### src/clt_pkg.sv
package clt_pkg;

  // Line geometry
  localparam int unsigned MAX_WORDS    = 8;
  localparam int unsigned MAX_WORD_LEN = 32;
  localparam int unsigned WIDX_W       = (MAX_WORDS > 1) ? $clog2(MAX_WORDS) : 1;
  localparam int unsigned POS_W        = $clog2(MAX_WORD_LEN + 1);

  // Result field widths
  localparam int unsigned BYTE_W  = 8;
  localparam int unsigned CPOS_W  = 5;
  localparam int unsigned COUNT_W = 4;
  localparam int unsigned SPACE_W = 9;

  // Control characters
  localparam logic [BYTE_W-1:0] CH_QUOTE = 8'h22;
  localparam logic [BYTE_W-1:0] CH_SPACE = 8'h20;
  localparam logic [BYTE_W-1:0] CH_BS    = 8'h08;
  localparam logic [BYTE_W-1:0] CH_DEL   = 8'h7f;
  localparam logic [BYTE_W-1:0] CH_KILL  = 8'h15;
  localparam logic [BYTE_W-1:0] CH_RDRAW = 8'h12;
  localparam logic [BYTE_W-1:0] CH_FF    = 8'h0c;
  localparam logic [BYTE_W-1:0] CH_CR    = 8'h0d;

  // Byte class decided by the front end
  typedef enum logic [2:0] {
    CLS_QUOTE,
    CLS_SPACE,
    CLS_ERASE,
    CLS_KILL,
    CLS_CLEAR,
    CLS_FF,
    CLS_CR,
    CLS_CHAR
  } clt_cls_e;

  // Action codes of a result
  typedef enum logic [2:0] {
    ACT_IGNORED  = 3'd0,
    ACT_ECHO     = 3'd1,
    ACT_STORED   = 3'd2,
    ACT_WORD_END = 3'd3,
    ACT_ERASED   = 3'd4,
    ACT_CLEARED  = 3'd5,
    ACT_DONE     = 3'd6,
    ACT_EMPTY    = 3'd7
  } clt_action_e;

  // Back end sequencer
  typedef enum logic {
    BK_IDLE,
    BK_SUM
  } clt_bk_state_e;

  // Classified byte travelling from front to back
  typedef struct packed {
    clt_cls_e          cls;
    logic [BYTE_W-1:0] data;
  } clt_item_t;

  // Queue status seen by the back end
  typedef struct packed {
    logic      valid;
    clt_item_t item;
  } clt_q_t;

  // One result beat
  typedef struct packed {
    clt_action_e        action;
    logic [BYTE_W-1:0]  echo;
    logic [2:0]         widx;
    logic [CPOS_W-1:0]  cpos;
    logic [COUNT_W-1:0] count;
    logic [SPACE_W-1:0] spaces;
    logic               quoted;
  } clt_res_t;

  function automatic clt_cls_e clt_classify(logic [BYTE_W-1:0] b);
    clt_cls_e c;
    c = CLS_CHAR;
    if (b == CH_QUOTE)                  c = CLS_QUOTE;
    else if (b == CH_SPACE)             c = CLS_SPACE;
    else if (b == CH_BS || b == CH_DEL) c = CLS_ERASE;
    else if (b == CH_KILL)              c = CLS_KILL;
    else if (b == CH_RDRAW)             c = CLS_CLEAR;
    else if (b == CH_FF)                c = CLS_FF;
    else if (b == CH_CR)                c = CLS_CR;
    return c;
  endfunction

endpackage

### src/clt_front.sv
module clt_front (
  input  logic               clk_i,
  input  logic               rst_ni,
  input  logic               push,
  output logic               full,
  input  logic [7:0]         in_byte_i,
  output clt_pkg::clt_q_t    q_o,
  input  logic               q_pop_i
);
  import clt_pkg::*;

  localparam int unsigned QDEPTH = 2;
  localparam int unsigned QPTR_W = $clog2(QDEPTH);

  clt_item_t            mem_q [QDEPTH];
  logic [QPTR_W-1:0]    wr_ptr_q, wr_ptr_d;
  logic [QPTR_W-1:0]    rd_ptr_q, rd_ptr_d;
  logic [QPTR_W:0]      cnt_q, cnt_d;
  logic                 wr_en, rd_en;

  assign full  = (cnt_q == (QPTR_W+1)'(QDEPTH));
  assign wr_en = push && !full;
  assign rd_en = q_pop_i && (cnt_q != '0);

  assign q_o.valid = (cnt_q != '0);
  assign q_o.item  = mem_q[rd_ptr_q];

  // Pointer and fill bookkeeping
  always_comb begin
    wr_ptr_d = wr_ptr_q;
    rd_ptr_d = rd_ptr_q;
    cnt_d    = cnt_q;
    if (wr_en) begin
      wr_ptr_d = (wr_ptr_q == QPTR_W'(QDEPTH - 1)) ? '0 : wr_ptr_q + 1'b1;
    end
    if (rd_en) begin
      rd_ptr_d = (rd_ptr_q == QPTR_W'(QDEPTH - 1)) ? '0 : rd_ptr_q + 1'b1;
    end
    if (wr_en && !rd_en) begin
      cnt_d = cnt_q + 1'b1;
    end else if (rd_en && !wr_en) begin
      cnt_d = cnt_q - 1'b1;
    end
  end

  always_ff @(posedge clk_i or negedge rst_ni) begin
    if (!rst_ni) begin
      wr_ptr_q <= '0;
      rd_ptr_q <= '0;
      cnt_q    <= '0;
    end else begin
      wr_ptr_q <= wr_ptr_d;
      rd_ptr_q <= rd_ptr_d;
      cnt_q    <= cnt_d;
    end
  end

  // Classify on entry and store the beat
  always_ff @(posedge clk_i) begin
    if (wr_en) begin
      mem_q[wr_ptr_q] <= '{cls: clt_classify(in_byte_i), data: in_byte_i};
    end
  end

endmodule

### src/clt_back.sv
module clt_back (
  input  logic               clk_i,
  input  logic               rst_ni,
  input  clt_pkg::clt_q_t    q_i,
  output logic               q_pop_o,
  output clt_pkg::clt_res_t  res_o,
  output logic               res_valid_o,
  input  logic               res_pop_i
);
  import clt_pkg::*;

  clt_bk_state_e      state_q, state_d;
  logic               quote_q, quote_d;
  logic [WIDX_W-1:0]  word_q, word_d;
  logic [POS_W-1:0]   pos_q, pos_d;
  logic [POS_W-1:0]   len_q [MAX_WORDS];
  logic [POS_W-1:0]   len_d [MAX_WORDS];
  logic [WIDX_W-1:0]  k_q, k_d;
  logic [SPACE_W-1:0] sum_q, sum_d;
  clt_res_t           res_q, res_d;
  logic               out_valid_q, out_valid_d;
  logic               start, produce, out_pop;
  logic [WIDX_W:0]    word_nxt;
  logic [SPACE_W-1:0] sum_add;

  assign out_pop  = res_pop_i && out_valid_q;
  assign start    = (state_q == BK_IDLE) && q_i.valid && (!out_valid_q || out_pop);
  assign q_pop_o  = start;
  assign word_nxt = {1'b0, word_q} + 1'b1;
  assign sum_add  = sum_q + SPACE_W'(len_q[k_q]) + SPACE_W'(2);

  // Next state
  always_comb begin
    state_d = state_q;
    case (state_q)
      BK_IDLE: if (start && q_i.item.cls == CLS_KILL) state_d = BK_SUM;
      BK_SUM:  if (k_q == word_q) state_d = BK_IDLE;
      default: state_d = BK_IDLE;
    endcase
  end

  // Datapath and result
  always_comb begin
    quote_d = quote_q;
    word_d  = word_q;
    pos_d   = pos_q;
    len_d   = len_q;
    k_d     = k_q;
    sum_d   = sum_q;
    res_d   = '0;
    res_d.action = ACT_IGNORED;
    produce = 1'b0;
    case (state_q)
      BK_IDLE: begin
        if (start) begin
          produce = 1'b1;
          case (q_i.item.cls)
            CLS_QUOTE: begin
              quote_d      = ~quote_q;
              res_d.action = ACT_ECHO;
              res_d.echo   = q_i.item.data;
            end
            CLS_ERASE: res_d.action = ACT_IGNORED;
            CLS_KILL: begin
              produce = 1'b0;
              k_d     = '0;
              sum_d   = '0;
            end
            CLS_CLEAR: begin
              res_d.action = ACT_CLEARED;
              word_d       = '0;
              pos_d        = '0;
              len_d[0]     = '0;
            end
            CLS_FF: begin
              res_d.action = ACT_ECHO;
              res_d.echo   = q_i.item.data;
            end
            CLS_CR: begin
              if (word_q == '0 && pos_q == '0) begin
                res_d.action = ACT_EMPTY;
              end else begin
                res_d.action = ACT_DONE;
                res_d.count  = COUNT_W'(word_q) + COUNT_W'(pos_q != '0);
              end
              word_d = '0;
              pos_d  = '0;
            end
            default: begin
              // Space outside quotes splits words; all else is a character
              if (q_i.item.cls == CLS_SPACE && !quote_q) begin
                res_d.echo   = q_i.item.data;
                res_d.action = ACT_ECHO;
                if (pos_q != '0) begin
                  res_d.action = ACT_WORD_END;
                  pos_d        = '0;
                  if (word_nxt < (WIDX_W+1)'(MAX_WORDS)) begin
                    word_d         = word_nxt[WIDX_W-1:0];
                    len_d[word_d]  = '0;
                  end
                end
              end else if (pos_q < POS_W'(MAX_WORD_LEN)) begin
                res_d.action  = ACT_STORED;
                res_d.echo    = q_i.item.data;
                res_d.widx    = 3'(word_q);
                res_d.cpos    = CPOS_W'(pos_q);
                pos_d         = pos_q + 1'b1;
                len_d[word_q] = pos_d;
              end
            end
          endcase
        end
      end
      BK_SUM: begin
        // One stored length per cycle into the erase sum
        sum_d = sum_add;
        k_d   = k_q + 1'b1;
        if (k_q == word_q) begin
          produce      = 1'b1;
          res_d.action = ACT_ERASED;
          res_d.spaces = sum_add;
          word_d       = '0;
          pos_d        = '0;
          len_d[0]     = '0;
        end
      end
      default: ;
    endcase
    res_d.quoted = quote_d;
    out_valid_d  = produce ? 1'b1 : (out_pop ? 1'b0 : out_valid_q);
  end

  always_ff @(posedge clk_i or negedge rst_ni) begin
    if (!rst_ni) begin
      state_q     <= BK_IDLE;
      quote_q     <= 1'b0;
      word_q      <= '0;
      pos_q       <= '0;
      k_q         <= '0;
      sum_q       <= '0;
      out_valid_q <= 1'b0;
      for (int i = 0; i < MAX_WORDS; i++) len_q[i] <= '0;
    end else begin
      state_q     <= state_d;
      quote_q     <= quote_d;
      word_q      <= word_d;
      pos_q       <= pos_d;
      k_q         <= k_d;
      sum_q       <= sum_d;
      out_valid_q <= out_valid_d;
      len_q       <= len_d;
    end
  end

  // Result register
  always_ff @(posedge clk_i) begin
    if (produce) res_q <= res_d;
  end

  assign res_o       = res_q;
  assign res_valid_o = out_valid_q;

  // The erase walk only runs with the result slot free
  a_sum_slot_free: assert property (@(posedge clk_i) disable iff (!rst_ni)
    (state_q == BK_SUM) |-> !out_valid_q)
    else $error("erase walk with a result pending");

  // The walk never passes the current word
  a_sum_bound: assert property (@(posedge clk_i) disable iff (!rst_ni)
    (state_q == BK_SUM) |-> (k_q <= word_q))
    else $error("erase walk index past current word");

  // Write position stays within the word limit
  a_pos_bound: assert property (@(posedge clk_i) disable iff (!rst_ni)
    pos_q <= POS_W'(MAX_WORD_LEN))
    else $error("write position beyond word limit");

  // Every byte other than a line erase yields a result in the next cycle
  a_direct_result: assert property (@(posedge clk_i) disable iff (!rst_ni)
    (start && q_i.item.cls != CLS_KILL) |=> out_valid_q)
    else $error("result missing after a byte");

endmodule

### src/cli_line_tokenizer.sv
// Command-line tokenizer: splits received terminal bytes into words on spaces, with a
// double quote toggling a mode in which spaces are stored. Each byte pushed gives exactly
// one result beat, in order, carrying an action code and its fields. The front end
// classifies bytes into a two-beat queue; the back end holds the line state and a one-beat
// result register, so push may continue while a result waits to be popped. An ordinary
// byte's result is ready the cycle after it leaves the queue. A line erase (0x15) walks
// the stored word lengths one per cycle to form its erase space count.
module cli_line_tokenizer (
  input  logic       clk_i,
  input  logic       rst_ni,
  input  logic       push,
  output logic       full,
  input  logic [7:0] in_byte_i,
  output logic       empty,
  input  logic       pop,
  output logic [2:0] action_o,
  output logic [7:0] echo_byte_o,
  output logic [2:0] word_index_o,
  output logic [4:0] char_position_o,
  output logic [3:0] word_count_o,
  output logic [8:0] erase_spaces_o,
  output logic       quoted_o
);
  import clt_pkg::*;

  clt_q_t   q;
  logic     q_pop;
  clt_res_t res;
  logic     res_valid;

  clt_front u_front (
    .clk_i     (clk_i),
    .rst_ni    (rst_ni),
    .push      (push),
    .full      (full),
    .in_byte_i (in_byte_i),
    .q_o       (q),
    .q_pop_i   (q_pop)
  );

  clt_back u_back (
    .clk_i       (clk_i),
    .rst_ni      (rst_ni),
    .q_i         (q),
    .q_pop_o     (q_pop),
    .res_o       (res),
    .res_valid_o (res_valid),
    .res_pop_i   (pop)
  );

  // Result ports
  assign empty           = !res_valid;
  assign action_o        = res.action;
  assign echo_byte_o     = res.echo;
  assign word_index_o    = res.widx;
  assign char_position_o = res.cpos;
  assign word_count_o    = res.count;
  assign erase_spaces_o  = res.spaces;
  assign quoted_o        = res.quoted;

endmodule
### config.mk
export PLATFORM = sky130hd
export DESIGN_NAME = cli_line_tokenizer
export DESIGN_NICKNAME = d
export VERILOG_FILES = /design/src/clt_pkg.sv /design/src/clt_front.sv /design/src/clt_back.sv /design/src/cli_line_tokenizer.sv
export SDC_FILE = /design/constraint.sdc
export NUM_CORES = 1
export LEC_CHECK = 0
export ABC_CLOCK_PERIOD_IN_PS = 6600
export BUFFER_PORTS_ARGS = -buffer_cell sky130_fd_sc_hd__buf_2
export CORE_MARGIN = 2
export CORE_UTILIZATION = 55
export CTS_CLUSTER_SIZE = 28
export DETAILED_ROUTE_END_ITERATION = 8
export MAX_ROUTING_LAYER = met4
export PLACE_DENSITY_LB_ADDON = 0.08
export SETUP_SLACK_MARGIN = 0.1
export SYNTH_ARGS = -nofsm -noshare
export SYNTH_HDL_FRONTEND = slang
export SYNTH_SLANG_ARGS = --single-unit
### constraint.sdc
create_clock -name clk_i -period 6.6 [get_ports clk_i]
set_input_delay 1.32 -clock clk_i [delete_from_list [all_inputs] [get_ports clk_i]]
set_output_delay 1.32 -clock clk_i [all_outputs]
set_load 0.02 [all_outputs]
==> results by group <==
Outcome
  – Status: complete, no violations

Layout
  – Non-filler cells, final: 761
  – Layout cells sized above 1: 0.1906
  – Antenna diodes: 0
  – Fin nets: 634
  – Most common cell after layout, fill and taps aside: dfrtp_1
  – Area Growth Syn to Fin: 13.51%
  – Most frequent cells in the layout: 76 x dfrtp_1, 55 x edfxtp_1, 47 x nor2_1, 45 x buf_2, 33 x inv_1

Global route
  – Global-route wire length before repair: 24650 microns
  – Total GRT Usage: 0.2568
  – GR Overflow Total: 0
  – Number of global-route vias before repair: 4646
  – Initial antenna violation count: 0
  – Largest net degree at the start of global routing: 77

CTS
  – Postcts setup bufs: 0
  – Worst-Skew Late Latency: 0.42 ns
  – Post-CTS sizing: 0
  – CTS Buffer Depth: 2
  – CTS tree: built
  – TritonCTS Buffers: 17
  – H-tree depth: 4
  – Clk Tree Root Cell: clkbuf_16
  – CTS sink cnt: 131
  – Clk pin slew, worst setup/hold paths: 0.06 ns
  – # hold bufs at CTS: 0

Hold path
  – Worst min-delay path category: flip-flop to flip-flop
  – Min-Delay Startpoint: u_back.len_q[15]

Floorplanning
  – Die X: 114.1 microns
  – Core area: 11910 sq um
  – Die Y: 114.1 microns
  – Starting density of the core: 0.5597
  – Die ar.: 13020 sq um
  – IO Count: 47
  – # rows: 40

Setup path
  – Crit Path Class: flip-flop to flip-flop
  – CP endpoint kind: flip-flop
  – CP startpoint: u_back.k_q[0]
  – Worst r2r src: u_back.k_q[0]
  – Critical Path Source Type: flip-flop
  – Worst Path Max Fanout: 16
  – Worst EP required: 6.75 ns
  – Worst endpoint data arrival time: 4.27 ns

Timing
  – Slew HR: 0.3011
  – Slew Viols, Final: 0
  – Minimum clock period: 4.118 ns
  – Final setup TNS: 0 ns
  – Final period util: 0.6240
  – RSZ-0062 raised after global routing: false
  – Worst Tran Pin Value: 1.048 ns
  – F_max: 0.2428 GHz
  – Hold Violations, Final: 0
  – Final setup fails: 0
  – Fin Clk Skew: 0.01211 ns

Place
  – Port Buf Inserts: 46
  – Cell count after placement: 729
  – Routability cong.: 0.8843
  – Hpwl dp: 10820 microns

Power and ir drop
  – Comb power frac: 0.367
  – Pwr Density: 475.6 nW/um^2
  – Clock share of power: 0.262
  – Pint: 2.204 mW
  – Sequential share of power: 0.370
  – Psw: 1.395 mW
  – Net Sw Frac: 0.3876
  – Worst vdd ir: 234.5 uV
  – Leakage: 3.225 nW

Detailed routing
  – DR pass1 iterations: 5
  – Antenna-violating nets left: 0
  – Vias: 4795
  – Via/cell ratio: 6.301
  – Number of remaining DRC errors: 0
  – Final wirelength: 15200 microns
  – Per-cell routed wire length: 19.97 microns
  – Initial DRC count: 499

Logic synthesis
  – Sequential element share of the synthesized area: 0.5330
  – Synthesized flop and latch total: 131
  – Synth Cell Area: 6666 sq um
  – Syn avg cell area: 11.93 sq um
  – Async S/R FF share, synth: 0.5802
  – Yosys top cell area share: 0.2853
  – Post-synth top area cell: dfrtp_1
  – Yosys cell types: 72
  – Syn Nets: 592
  – Number of synthesized flops with an enable pin: 55
  – Area contributors post-synth: dfrtp_1 29%, edfxtp_1 25%, mux4_2 4.1%
  – Cells after Synth: 559
  – Main synth FF type: dfrtp_1
  – Yosys warnings: 0

Flow run
  – Max-Cap Viols: 0
path summary, 6_finish.rpt:
check                                        end  slack [ns]  cells after the start
worst max-delay path             u_back.res_o[9]        2.48                      9
worst min-delay path            u_back.len_q[15]        0.49                      1
worst max register to register   u_back.res_o[9]        2.48                      9
worst min register to register  u_back.len_q[15]        0.49                      1
max in group asynchronous       u_back.len_q[23]        4.90                      1
min in group asynchronous         u_back.quote_q        1.05                      1
cell families (layout without fill, tap and decap cells):
group                    count (synthesis)  in the layout  share of synthesized area
AND/OR/NAND/NOR                        165            165                     0.1319
flip-flops                             131            131                     0.5330
AO/OA/AOI/OAI                          125            125                     0.1503
buffers and inverters                   59            114                    0.03716
multiplexers                            35             35                    0.07676
XOR/XNOR                                23             23                    0.03022
adder cells (fa/ha/maj)                 21             21                    0.04054
worst max-delay path, cell delays in order, from the launching register on:
cell and delay, ns:
dfrtp_1 0.81, mux4_2 0.58, mux2_2 0.28, ha_1 0.32, ha_1 0.30, a21o_1 0.15, a21o_1 0.22, a2111oi_0 0.92
or4_1 0.22, a21oi_1 0.06
flip-flops by register name, summed over array words and instances, names as in the netlist:
signal,cells
u_back.k_q,3
u_back.res_valid_o,1
u_back.res_o,33
u_front.rd_ptr_q,1
u_front.cnt_q,2
u_front.mem_q,22
u_back.quote_q,1
u_back.len_q,48
u_back.pos_q,6
u_back.sum_q,9
u_back.word_q,3
u_back.state_q,1
u_front.wr_ptr_q,1
power groups by stage:
stage / clock (mW) / combinational (mW) / sequential (mW)
final: 0.944 / 1.32 / 1.33
after global routing: 1.00 / 1.45 / 1.37
after CTS: 0.958 / 1.32 / 1.34
after detailed placement: 0 / 1.31 / 1.34
after global placement: 0 / 1.29 / 1.34
after floorplan: 0 / 0.935 / 1.36
per-layer routing:
| layer | wire (microns) | GRT usage | part of all wire | vias up |
|---|---|---|---|---|
| li1 | - | - | - | 2199 |
| met1 | 7087 | 0.3597 | 0.47 | 2374 |
| met2 | 6848 | 0.3639 | 0.45 | 190 |
| met3 | 930 | 0.05982 | 0.061 | 32 |
| met4 | 331 | 0.1049 | 0.022 | 0 |
| met5 | 0 | - | 0 | - |
cell type report:
type,instances,area (sq um)
Clock inverter,13,160.2
Multi-Input combinational cell,369,2865
Timing Repair Buffer,47,240.2
Clock buffer,19,432.9
Fill cell,925,4344
Sequential cell,131,3553
Tap cell,147,183.9
Inverter,35,131.4
cells in the mapped netlist (11+ instances only):
cell,count
o22ai_1,18
nor3_1,14
o21ai_0,11
o2bb2ai_1,15
nor2_1,47
nand3_1,16
mux4_2,12
ha_1,20
edfxtp_1,55
clkbuf_1,14
inv_1,33
xnor2_1,13
a21oi_1,12
nand2_1,32
a22o_1,24
mux2i_1,14
dfrtp_1,76
through the flow:
step | area, sq um | utilization | setup slack [ns] | total power [mW] | hold slack, ns
after global routing | 7567 | 0.6353 | 2.199 | 3.822 | 0.5191
after CTS | 7567 | 0.6353 | 2.468 | 3.615 | 0.4971
after global placement | 6974 | 0.5855 | 2.619 | 2.624 | 0.4785
final | 7567 | 0.6353 | 2.482 | 3.599 | 0.4939
after floorplan | 6666 | - | 2.786 | 2.293 | 0.4509
after detailed placement | 6974 | 0.5855 | 2.483 | 2.658 | 0.4798
No activity file was read; power rests on OpenSTA's default activity.
